## src/rtl/crcfac_pkg.sv

```systemverilog
// Shared types, codes and the CRC byte update for the CRC-32 frame append/check block.
package crcfac_pkg;

  // Configuration register indexes
  localparam int unsigned CFG_IDX_W   = 2;
  localparam logic [CFG_IDX_W-1:0] REG_DIRECTION = 2'd0;
  localparam logic [CFG_IDX_W-1:0] REG_POLY      = 2'd1;

  // Direction codes
  localparam logic DIR_APPEND = 1'b0;
  localparam logic DIR_CHECK  = 1'b1;

  // Frame status codes
  localparam logic [1:0] STAT_OK      = 2'd0;
  localparam logic [1:0] STAT_BAD_CRC = 2'd1;
  localparam logic [1:0] STAT_SHORT   = 2'd2;

  localparam logic [31:0] POLY_RESET = 32'h04C1_1DB7;

  // Delay line and CRC trailer geometry
  localparam int unsigned DLY_DEPTH = 4;
  localparam int unsigned CRC_BEATS = 4;
  localparam int unsigned BEAT_W    = $clog2(CRC_BEATS + 1);

  // Queue between front and back
  localparam int unsigned Q_DEPTH = 4;
  localparam int unsigned Q_PTR_W = $clog2(Q_DEPTH);
  localparam int unsigned Q_CNT_W = $clog2(Q_DEPTH + 1);

  // One queued job: a first result, optionally followed by four CRC bytes
  typedef struct packed {
    logic [7:0]  data;
    logic        present;
    logic        last;
    logic [1:0]  status;
    logic        has_crc;
    logic [31:0] crc;
  } q_entry_t;

  // Queue fill status seen by front and back
  typedef struct packed {
    logic full;
    logic empty;
  } q_stat_t;

  // MSB-first CRC update over one byte
  function automatic logic [31:0] crc_byte(input logic [31:0] crc_in,
                                           input logic [7:0]  data_in,
                                           input logic [31:0] poly);
    logic [31:0] c;
    c = crc_in ^ {data_in, 24'h0};
    for (int b = 0; b < 8; b++) begin
      if (c[31]) begin
        c = {c[30:0], 1'b0} ^ poly;
      end else begin
        c = {c[30:0], 1'b0};
      end
    end
    return c;
  endfunction

endpackage

```

## src/rtl/crcfac_front.sv

```systemverilog
// Front end: config registers, CRC update, delay line and job classification.
module crcfac_front import crcfac_pkg::*; (
  input  logic                 clk,
  input  logic                 rst_n,
  input  logic                 cfg_valid,
  output logic                 cfg_ready,
  input  logic [CFG_IDX_W-1:0] cfg_index,
  input  logic [31:0]          cfg_data,
  input  logic                 in_valid,
  output logic                 in_ready,
  input  logic [7:0]           in_data_byte,
  input  logic                 in_frame_end,
  input  q_stat_t              q_stat,
  output logic                 push,
  output q_entry_t             push_entry
);

  logic        direction_r;
  logic [31:0] poly_r;
  logic [31:0] crc_r, crc_nxt;
  logic [2:0]  bs_r, bs_nxt;
  logic [7:0]  dly_r [DLY_DEPTH];
  logic [7:0]  dly_nxt [DLY_DEPTH];
  logic [31:0] crc_upd;
  logic [1:0]  crc_stat;
  logic        accept;
  logic        want_push;
  logic        clear;

  assign cfg_ready = 1'b1;
  assign in_ready  = ~q_stat.full;
  assign accept    = in_valid & in_ready;
  assign push      = accept & want_push;

  // Configuration writes; unknown indexes drop
  always_ff @(posedge clk) begin
    if (!rst_n) begin
      direction_r <= DIR_APPEND;
      poly_r      <= POLY_RESET;
    end else if (cfg_valid) begin
      case (cfg_index)
        REG_DIRECTION: direction_r <= cfg_data[0];
        REG_POLY:      poly_r      <= cfg_data;
        default:       ;
      endcase
    end
  end

  // Classify the byte and build the next frame state
  always_comb begin
    crc_upd    = crc_byte(crc_r, in_data_byte, poly_r);
    crc_stat   = (crc_upd == 32'h0) ? STAT_OK : STAT_BAD_CRC;
    crc_nxt    = crc_upd;
    bs_nxt     = bs_r;
    dly_nxt    = dly_r;
    want_push  = 1'b0;
    clear      = 1'b0;
    push_entry = '{data: in_data_byte, present: 1'b1, last: 1'b0, status: STAT_OK,
                   has_crc: 1'b0, crc: crc_upd};
    if (direction_r == DIR_APPEND) begin
      want_push          = 1'b1;
      push_entry.has_crc = in_frame_end;
      clear              = in_frame_end;
    end else if (bs_r[2]) begin
      // Line full: release the oldest byte, shift in the new one
      want_push         = 1'b1;
      push_entry.data   = dly_r[0];
      push_entry.last   = in_frame_end;
      push_entry.status = in_frame_end ? crc_stat : STAT_OK;
      for (int i = 0; i < DLY_DEPTH - 1; i++) begin
        dly_nxt[i] = dly_r[i+1];
      end
      dly_nxt[DLY_DEPTH-1] = in_data_byte;
      clear = in_frame_end;
    end else begin
      // Fill the line
      dly_nxt[bs_r[1:0]] = in_data_byte;
      bs_nxt             = bs_r + 3'd1;
      if (in_frame_end) begin
        want_push          = 1'b1;
        push_entry.data    = 8'h00;
        push_entry.present = 1'b0;
        push_entry.last    = 1'b1;
        push_entry.status  = (bs_r == 3'd3) ? crc_stat : STAT_SHORT;
        clear              = 1'b1;
      end
    end
    if (clear) begin
      crc_nxt = 32'h0;
      bs_nxt  = 3'd0;
    end
  end

  // Frame state
  always_ff @(posedge clk) begin
    if (!rst_n) begin
      crc_r <= 32'h0;
      bs_r  <= 3'd0;
    end else if (accept) begin
      crc_r <= crc_nxt;
      bs_r  <= bs_nxt;
    end
  end

  // Delay line payload
  always_ff @(posedge clk) begin
    if (accept) begin
      dly_r <= dly_nxt;
    end
  end

endmodule

```

## src/rtl/crcfac_queue.sv

```systemverilog
// Short job queue between the front and back ends.
module crcfac_queue import crcfac_pkg::*; (
  input  logic     clk,
  input  logic     rst_n,
  input  logic     push,
  input  q_entry_t push_entry,
  input  logic     pop,
  output q_entry_t head,
  output q_stat_t  q_stat
);

  q_entry_t             mem_r [Q_DEPTH];
  logic [Q_PTR_W-1:0]   wr_ptr_r, rd_ptr_r;
  logic [Q_CNT_W-1:0]   cnt_r;

  assign q_stat.full  = (cnt_r == Q_CNT_W'(Q_DEPTH));
  assign q_stat.empty = (cnt_r == '0);
  assign head         = mem_r[rd_ptr_r];

  // Store entries
  always_ff @(posedge clk) begin
    if (push) begin
      mem_r[wr_ptr_r] <= push_entry;
    end
  end

  // Advance pointers and count
  always_ff @(posedge clk) begin
    if (!rst_n) begin
      wr_ptr_r <= '0;
      rd_ptr_r <= '0;
      cnt_r    <= '0;
    end else begin
      if (push) begin
        wr_ptr_r <= wr_ptr_r + 1'b1;
      end
      if (pop) begin
        rd_ptr_r <= rd_ptr_r + 1'b1;
      end
      case ({push, pop})
        2'b10:   cnt_r <= cnt_r + 1'b1;
        2'b01:   cnt_r <= cnt_r - 1'b1;
        default: ;
      endcase
    end
  end

endmodule

```

## src/rtl/crcfac_back.sv

```systemverilog
// Back end: expands queued jobs into result transfers through an output register.
module crcfac_back import crcfac_pkg::*; (
  input  logic       clk,
  input  logic       rst_n,
  input  q_entry_t   head,
  input  q_stat_t    q_stat,
  output logic       pop,
  output logic       out_valid,
  input  logic       out_ready,
  output logic [7:0] out_byte,
  output logic       out_byte_present,
  output logic       out_last,
  output logic [1:0] out_frame_status
);

  logic              out_valid_r;
  logic [7:0]        byte_r, byte_nxt;
  logic              present_r, present_nxt;
  logic              last_r, last_nxt;
  logic [1:0]        status_r, status_nxt;
  logic [BEAT_W-1:0] beat_r;
  logic              load;
  logic              final_beat;

  assign load       = ~q_stat.empty & (~out_valid_r | out_ready);
  assign final_beat = ~head.has_crc | (beat_r == BEAT_W'(CRC_BEATS));
  assign pop        = load & final_beat;

  // Select the result for the current beat of the head job
  always_comb begin
    byte_nxt    = head.data;
    present_nxt = head.present;
    last_nxt    = head.last;
    status_nxt  = head.status;
    case (beat_r)
      BEAT_W'(1): byte_nxt = head.crc[31:24];
      BEAT_W'(2): byte_nxt = head.crc[23:16];
      BEAT_W'(3): byte_nxt = head.crc[15:8];
      BEAT_W'(4): begin
        byte_nxt = head.crc[7:0];
        last_nxt = 1'b1;
      end
      default: ;
    endcase
  end

  // Beat counter within a job
  always_ff @(posedge clk) begin
    if (!rst_n) begin
      beat_r <= '0;
    end else if (load) begin
      beat_r <= final_beat ? '0 : beat_r + 1'b1;
    end
  end

  // Output register: hold while stalled
  always_ff @(posedge clk) begin
    if (!rst_n) begin
      out_valid_r <= 1'b0;
    end else if (load) begin
      out_valid_r <= 1'b1;
    end else if (out_ready) begin
      out_valid_r <= 1'b0;
    end
  end

  always_ff @(posedge clk) begin
    if (load) begin
      byte_r    <= byte_nxt;
      present_r <= present_nxt;
      last_r    <= last_nxt;
      status_r  <= status_nxt;
    end
  end

  assign out_valid        = out_valid_r;
  assign out_byte         = byte_r;
  assign out_byte_present = present_r;
  assign out_last         = last_r;
  assign out_frame_status = status_r;

endmodule

```

## src/rtl/crc32_frame_append_check_top.sv

```systemverilog
// Top level of the CRC-32 frame append/check block.
//
// Input channel: one frame byte per transfer (in_data_byte, in_frame_end on
// the final byte). Result channel: out_byte with out_byte_present, out_last
// and out_frame_status (0 ok, 1 CRC mismatch, 2 frame too short).
// Config channel: cfg_index 0 = direction (0 append, 1 check/strip),
// cfg_index 1 = generator polynomial; other indexes are dropped. cfg_ready
// is always high; write only while the block is idle.
// Path: a result reaches out_valid through the queue entry and then the
// output register (the front classifies into the queue in the accepting
// cycle, the back loads the output register from the stored queue head).
// Throughput: one byte per cycle until the queue fills. The back end emits
// one result per cycle unless stalled; an append frame end yields five
// results, absorbed by the four-entry queue; in_ready drops only when full.
// Check mode holds four bytes in the delay line before the first result.
// Reset (synchronous, active low) sets append mode, polynomial 0x04C11DB7,
// clears the running CRC, fill count, queue and output register.
// A stalled receiver holds the output register; the queue then fills and
// in_ready falls until transfers resume.
module crc32_frame_append_check_top import crcfac_pkg::*; (
  input  logic                 clk,
  input  logic                 rst_n,
  input  logic                 cfg_valid,
  output logic                 cfg_ready,
  input  logic [CFG_IDX_W-1:0] cfg_index,
  input  logic [31:0]          cfg_data,
  input  logic                 in_valid,
  output logic                 in_ready,
  input  logic [7:0]           in_data_byte,
  input  logic                 in_frame_end,
  output logic                 out_valid,
  input  logic                 out_ready,
  output logic [7:0]           out_byte,
  output logic                 out_byte_present,
  output logic                 out_last,
  output logic [1:0]           out_frame_status
);

  q_stat_t  q_stat;
  logic     push;
  logic     pop;
  q_entry_t push_entry;
  q_entry_t head;

  crcfac_front u_front (
    .clk          (clk),
    .rst_n        (rst_n),
    .cfg_valid    (cfg_valid),
    .cfg_ready    (cfg_ready),
    .cfg_index    (cfg_index),
    .cfg_data     (cfg_data),
    .in_valid     (in_valid),
    .in_ready     (in_ready),
    .in_data_byte (in_data_byte),
    .in_frame_end (in_frame_end),
    .q_stat       (q_stat),
    .push         (push),
    .push_entry   (push_entry)
  );

  crcfac_queue u_queue (
    .clk        (clk),
    .rst_n      (rst_n),
    .push       (push),
    .push_entry (push_entry),
    .pop        (pop),
    .head       (head),
    .q_stat     (q_stat)
  );

  crcfac_back u_back (
    .clk              (clk),
    .rst_n            (rst_n),
    .head             (head),
    .q_stat           (q_stat),
    .pop              (pop),
    .out_valid        (out_valid),
    .out_ready        (out_ready),
    .out_byte         (out_byte),
    .out_byte_present (out_byte_present),
    .out_last         (out_last),
    .out_frame_status (out_frame_status)
  );

endmodule

```

## config.mk

```make
export PLATFORM = sky130hd
export DESIGN_NAME = crc32_frame_append_check_top
export DESIGN_NICKNAME = d
export VERILOG_FILES = /design/src/rtl/crcfac_pkg.sv /design/src/rtl/crcfac_front.sv /design/src/rtl/crcfac_queue.sv /design/src/rtl/crcfac_back.sv /design/src/rtl/crc32_frame_append_check_top.sv
export SDC_FILE = /design/constraint.sdc
export NUM_CORES = 1
export LEC_CHECK = 0
export BUFFER_PORTS_ARGS = -buffer_cell sky130_fd_sc_hd__buf_2
export CAP_MARGIN = 20
export CORE_ASPECT_RATIO = 1.5
export CORE_MARGIN = 4
export CORE_UTILIZATION = 35
export CTS_CLUSTER_DIAMETER = 50
export CTS_CLUSTER_SIZE = 40
export DETAILED_ROUTE_END_ITERATION = 8
export SLEW_MARGIN = 20
export SYNTH_ARGS = -nofsm -noshare
export SYNTH_HDL_FRONTEND = slang
export SYNTH_SLANG_ARGS = --single-unit
export TNS_END_PERCENT = 100
```

## constraint.sdc

```tcl
create_clock -name clk -period 5.4 [get_ports clk]
set_input_delay 0.54 -clock clk [delete_from_list [all_inputs] [get_ports clk]]
set_output_delay 0.54 -clock clk [all_outputs]
set_load 0.01 [all_outputs]
```

# Word-level counts from Yosys, hierarchy flattened
# Memories as Yosys holds them, arrays and structs flattened. A register that Yosys moved wholly into a read port is not among the register bits.
# Index checks and enable logic that the tools add are counted.
# op_classes
add_sub_neg	6
magnitude_cmp	2
n_eq_ne	10
muxes	39
bitwise_logic	20
n_reduce_logical	12
# op_table
op	n
32-bit 2-to-1 mux	10
32-bit XOR	9
32-bit bitwise mux	1
32-bit zero test	1
8-bit one-hot mux with 4 select lines	1
12-bit 2-to-1 mux	2
8-bit demux with 2-bit select	1
8-bit 2-to-1 mux	2
3-bit 2-to-1 mux	5
1-bit 2-to-1 mux	12
3-bit by 1-bit adder with 3-bit output (second input constant)	3
3-bit by 2-bit equality test with 1-bit output (second input constant)	3
2-bit 2-to-1 mux	4
2-bit AND reduction	4
3-bit equality test (second input constant)	2
3-bit one-hot mux with 2 select lines	1
2-bit nonzero test	3
2-bit by 1-bit adder with 2-bit output (second input constant)	2
1-bit AND	4
2-bit by 1-bit equality test with 1-bit output (second input constant)	2
1-bit inverter	4
3-bit by 1-bit equality test with 1-bit output (second input constant)	1
3-bit >= comparator (second input constant)	1
3-bit zero test	1
other kinds (9)	10
# word_totals
ff_bits	123
mem_bits_rw	180
input_bits	48
output_inout_bits	15
n_memories	1
# mem_list
memory	depth	width	read_ports	rd_ports_with_merged_regs	wr	line	rtl
u_queue.mem_r	4	45	1	1	1	crcfac_queue.sv:12	q_entry_t mem_r [Q_DEPTH];

# Longest topological paths before layout
# logic_depth
depth_word	23
depth_mapped	18
mapped_depth_nobuf	14

# Cells and area by module
# A second synthesis with hierarchy kept.
# unflattened
hier_cells	1439
hier_area_um2	16427.0
# by_module_without_submodules
mod	n_inst	cells_each	area_per_inst_um2
crcfac_front	1	1077	8450.6
crcfac_queue	1	281	7004.2
crcfac_back	1	81	972.2

# Worst setup path before layout
# Ideal clock, no wire load.
# synth_timing
path_kind	input -> register
from	input port in_data_byte[6]
to	memory u_queue.mem_r[0][33] (netlist name) (data pin)
t_arrival_ps	4030
path_slack_ps	1101
cell_stages	15
n_path_buf	1
cell_sequence	xnor2_1 nor2_1 a311oi_1 o311ai_1 nor2_4 xnor3_1 o22a_2 xor2_1 buf_2 nand2_1 xnor3_1 xnor2_1 nor4_1 nand4_1 o221a_1
# synth_rtl
element	line	rtl
from (decl)	crc32_frame_append_check_top.sv:29	input logic [7:0] in_data_byte,
to (decl)	crcfac_queue.sv:12	

==> flow_metrics.env <==
export IMPL_fin_setup_tns_ns=0
export IMPL_wl_um=40200
export IMPL_drt_vias_per_instance=5.17
export IMPL_cp_top_family="XOR/XNOR gates"
export IMPL_cts_resized=0
export IMPL_rsz0062_at_grt="false"
export IMPL_timing_rr_start="u_front.crc_r[31]"
export IMPL_min_path_type="in2reg"
export IMPL_synthesis_nets=1497
export IMPL_clock_sinks=305
export IMPL_synth_area_sq_mm=0.0164
export IMPL_synth_area_per_cell_sq_um=11.4
export IMPL_worstPathArrival_ns=5.36
export IMPL_pin_count=63
export IMPL_cts_setup_buffers=0
export IMPL_worstSkewPairLatency_ns=0.55
export IMPL_synth_warnings=0
export IMPL_setup_violations=0
export IMPL_ys_ff_latch=305
export IMPL_synthCells=1434
export IMPL_worstSetupStartpoint="u_front.crc_r[31]"
export IMPL_cpMostUsedCell="xnor2_1"
export IMPL_synthArstFlopShare_pct=0
export IMPL_skew_ns=0.0254
export IMPL_synth_main_ff_cell="edfxtp_1"
export IMPL_r2r_end="u_queue.mem_r[2][33]"
export IMPL_path_buf_inv=2
export IMPL_dieArea_sq_mm=0.0505
export IMPL_grt_pass1_wl_um=63500
export IMPL_grtUsageTotal_pct=16.0
export IMPL_die_x_um=185
export IMPL_timing_final_crit_share_pct=94.1
export IMPL_slowest_delay_ns=0.70
export IMPL_slew_violations=0
export IMPL_rows=96
export IMPL_path_cells="xor2_2, buf_4, buf_4, nand2_1, xnor2_1, xnor2_1, xnor3_1, o21ai_1, o211a_2, o21ai_1, xnor3_1, xnor2_1, nor4_1, nand4_1, o221a_1"
export IMPL_grt_pass1_vias=10986
export IMPL_reg2reg_depth=15
export IMPL_grt_remaining_overflow=0
export IMPL_path_depth=15
export IMPL_cts_buffers_inserted=25
export IMPL_syn2layout_area_growth_pct=12.2
export IMPL_initial_core_util_pct=35.6
export IMPL_timing_hold_ws_ns=0.191
export IMPL_io_buffers=61
export IMPL_cpMaxStageDelayCell="o211a_2"
export IMPL_critPathLaunchType="register"
export IMPL_synth_cell_types=72
export IMPL_vias=10696
export IMPL_worst_slew_pin_slew_ns=0.907
export IMPL_drt_iter0_drc=818
export IMPL_ff2ff_setup_slack_ns=0.32
export IMPL_max_clock_freq_mhz=197
export IMPL_cts_tree="done"
export IMPL_gp_congestion=0.850
export IMPL_crit_required_ns=5.68
export IMPL_crit_type="reg2reg"
export IMPL_fin_crit_ns=5.08
export IMPL_core_area_sq_mm=0.0461
export IMPL_cts_path_max_buffers=3
export IMPL_endpoint="u_queue.mem_r[2][33]"
export IMPL_drc=0
export IMPL_drive_above_1_share_pct=15.9
export IMPL_grt_start_max_net_pins=61
export IMPL_wire_per_inst_um=19.4
export IMPL_hpwlAfterDp_um=28000
export IMPL_ys_seq_area_share_pct=50.9
export IMPL_final_hold_viol_count=0
export IMPL_die_h_um=273
export IMPL_critPathMaxFanout=29
export IMPL_max_slew_margin_pct=39.0
export IMPL_synth_edf_count=224
export IMPL_p_per_area_mw_per_mm2=714
export IMPL_cap_violations=0
export IMPL_detail_route_antenna_nets=0
export IMPL_path_clk_slew_ns=0.08
export IMPL_crit_path_end_kind="register"
export IMPL_antenna_found_initial=1
export IMPL_fin_nets=1525
export IMPL_power_leakage_nw=6.70
export IMPL_ir_worst_vdd_mv=0.429
export IMPL_ctsHoldBuffers=0
export IMPL_first_pass_iters=5
export IMPL_cts_root_buffer="clkbuf_16"
export IMPL_htreeDepth=1
export IMPL_status="completed"
[power by group]
part	switching (mW)	internal, mW
Combinational	3.99	3.18
Clock	1.01	0.950
Sequential	0.214	3.80
Total	5.22	7.92
[stage by stage]
stage	instance area, sq um	cells	total power [mW]	worst slack (ns)	utilization, %
5_1_grt	18400	2068	13.9	0.0677	39.9
3_3_place_gp	17500	2021	11.1	0.209	37.8
3_5_place_dp	17500	2023	11.2	0.169	37.9
4_1_cts	18400	2068	13.2	0.386	39.9
2_1_floorplan	16400	1434	8.88	1.10	-
6_report	18400	2069	13.1	0.319	39.9
[cells by family (layout without fill, tap and decap cells)]
| group | after synthesis | in the layout | share of synthesized area [%] |
|---|---|---|---|
| AOI/OAI and AO/OA | 201 | 201 | 8.44 |
| buffers and inverters | 130 | 176 | 3.28 |
| adders and majority gates | 15 | 15 | 1.19 |
| other | 1 | 2 | 0.0228 |
| DFF | 305 | 305 | 50.9 |
| and+or+nand+nor | 467 | 467 | 12.1 |
| xor gates and xnor gates | 236 | 236 | 15.8 |
| muxes | 79 | 79 | 8.25 |
[flip-flops by register name, indices dropped and copies added, names as in the netlist, named ones only]
name / count
u_queue.wr_ptr_r: 2
u_front.direction_r: 1
u_queue.mem_r: 180
u_back.out_last: 1
u_back.out_valid: 1
u_back.out_byte: 8
u_front.dly_r: 32
u_front.crc_r: 32
u_front.poly_r: 32
u_back.out_byte_present: 1
u_front.bs_r: 3
u_queue.rd_ptr_r: 2
u_back.out_frame_status: 2
u_back.beat_r: 3
u_queue.cnt_r: 3
[area by class of cell]
| type | instances | area, sq um |
|---|---|---|
| Tap cell | 588 | 736 |
| Sequential cell | 305 | 8350 |
| Clock inverter | 19 | 285 |
| Antenna cell | 1 | 2.50 |
| Clock buffer | 26 | 629 |
| Fill cell | 4418 | 27700 |
| Multi-Input combinational cell | 999 | 7580 |
| Inverter | 18 | 67.6 |
| Timing Repair Buffer | 113 | 761 |
[worst reg2reg max path, delay by kind of cell (launching register included)]
kind,cells,cell delay [ns]
AND/OR/NAND/NOR,3,0.91
AO/OA/AOI/OAI,4,1.41
buffers and inverters,2,0.49
XOR/XNOR,6,1.49
flip-flops,1,0.51
[cell usage in the layout, fill, tap and decap left out, drive strengths merged, types with 14 or more instances in the layout]
| cell type | synthesis | layout |
|---|---|---|
| nand3 | 21 | 21 |
| a22oi | 40 | 40 |
| mux2i | 34 | 34 |
| and2 | 14 | 14 |
| xor2 | 23 | 23 |
| nor2 | 72 | 72 |
| inv | 18 | 29 |
| nand2 | 302 | 302 |
| edfxtp | 224 | 224 |
| a22o | 42 | 42 |
| xnor3 | 32 | 32 |
| dfxtp | 81 | 81 |
| buf | 40 | 113 |
| a21oi | 37 | 37 |
| xnor2 | 181 | 181 |
| clkbuf | 72 | 26 |
| o21ai | 52 | 52 |
| mux4 | 45 | 45 |
| nor2b | 19 | 19 |
| ha | 14 | 14 |
[routing by layer]
layer | GRT usage (%) | routed length (um) | up-vias
met5 | 0 | 0 | -
met4 | 6.11 | 1490 | 0
met3 | 2.39 | 1790 | 69
met2 | 28.8 | 20800 | 232
met1 | 19.2 | 16200 | 5295
li1 | - | - | 5100
[synth_stat cells, drive strengths merged (21+ instances only)]
cell,n,share of area [%]
edfxtp,224,41
nand3,21,0.67
nor2,72,1.7
a22oi,40,1.8
dfxtp,81,9.9
nand2,302,6.9
xnor2,181,10
mux2i,34,2.1
xnor3,32,4.4
xor2,23,1.4
clkbuf,72,1.7
mux4,45,6.2
a22o,42,2.2
a21oi,37,1.1
o21ai,52,1.6
buf,40,1.2
[how the worst min path moves through the flow]
stage | startpoint | to | slack (ns) | cells past startpoint
finish | cfg_data[4] | u_front.poly_r[4] | 0.19 | 3
global route | cfg_data[4] | u_front.poly_r[4] | 0.20 | 3
CTS | cfg_data[4] | u_front.poly_r[4] | 0.16 | 3
detailed placement | u_back.out_valid | u_back.out_valid | 0.48 | 2
global placement | u_back.out_valid | u_back.out_valid | 0.46 | 2
floorplan | u_queue.cnt_r[2] | u_queue.cnt_r[2] | 0.47 | 2
Power figures use the tool's default switching activity.
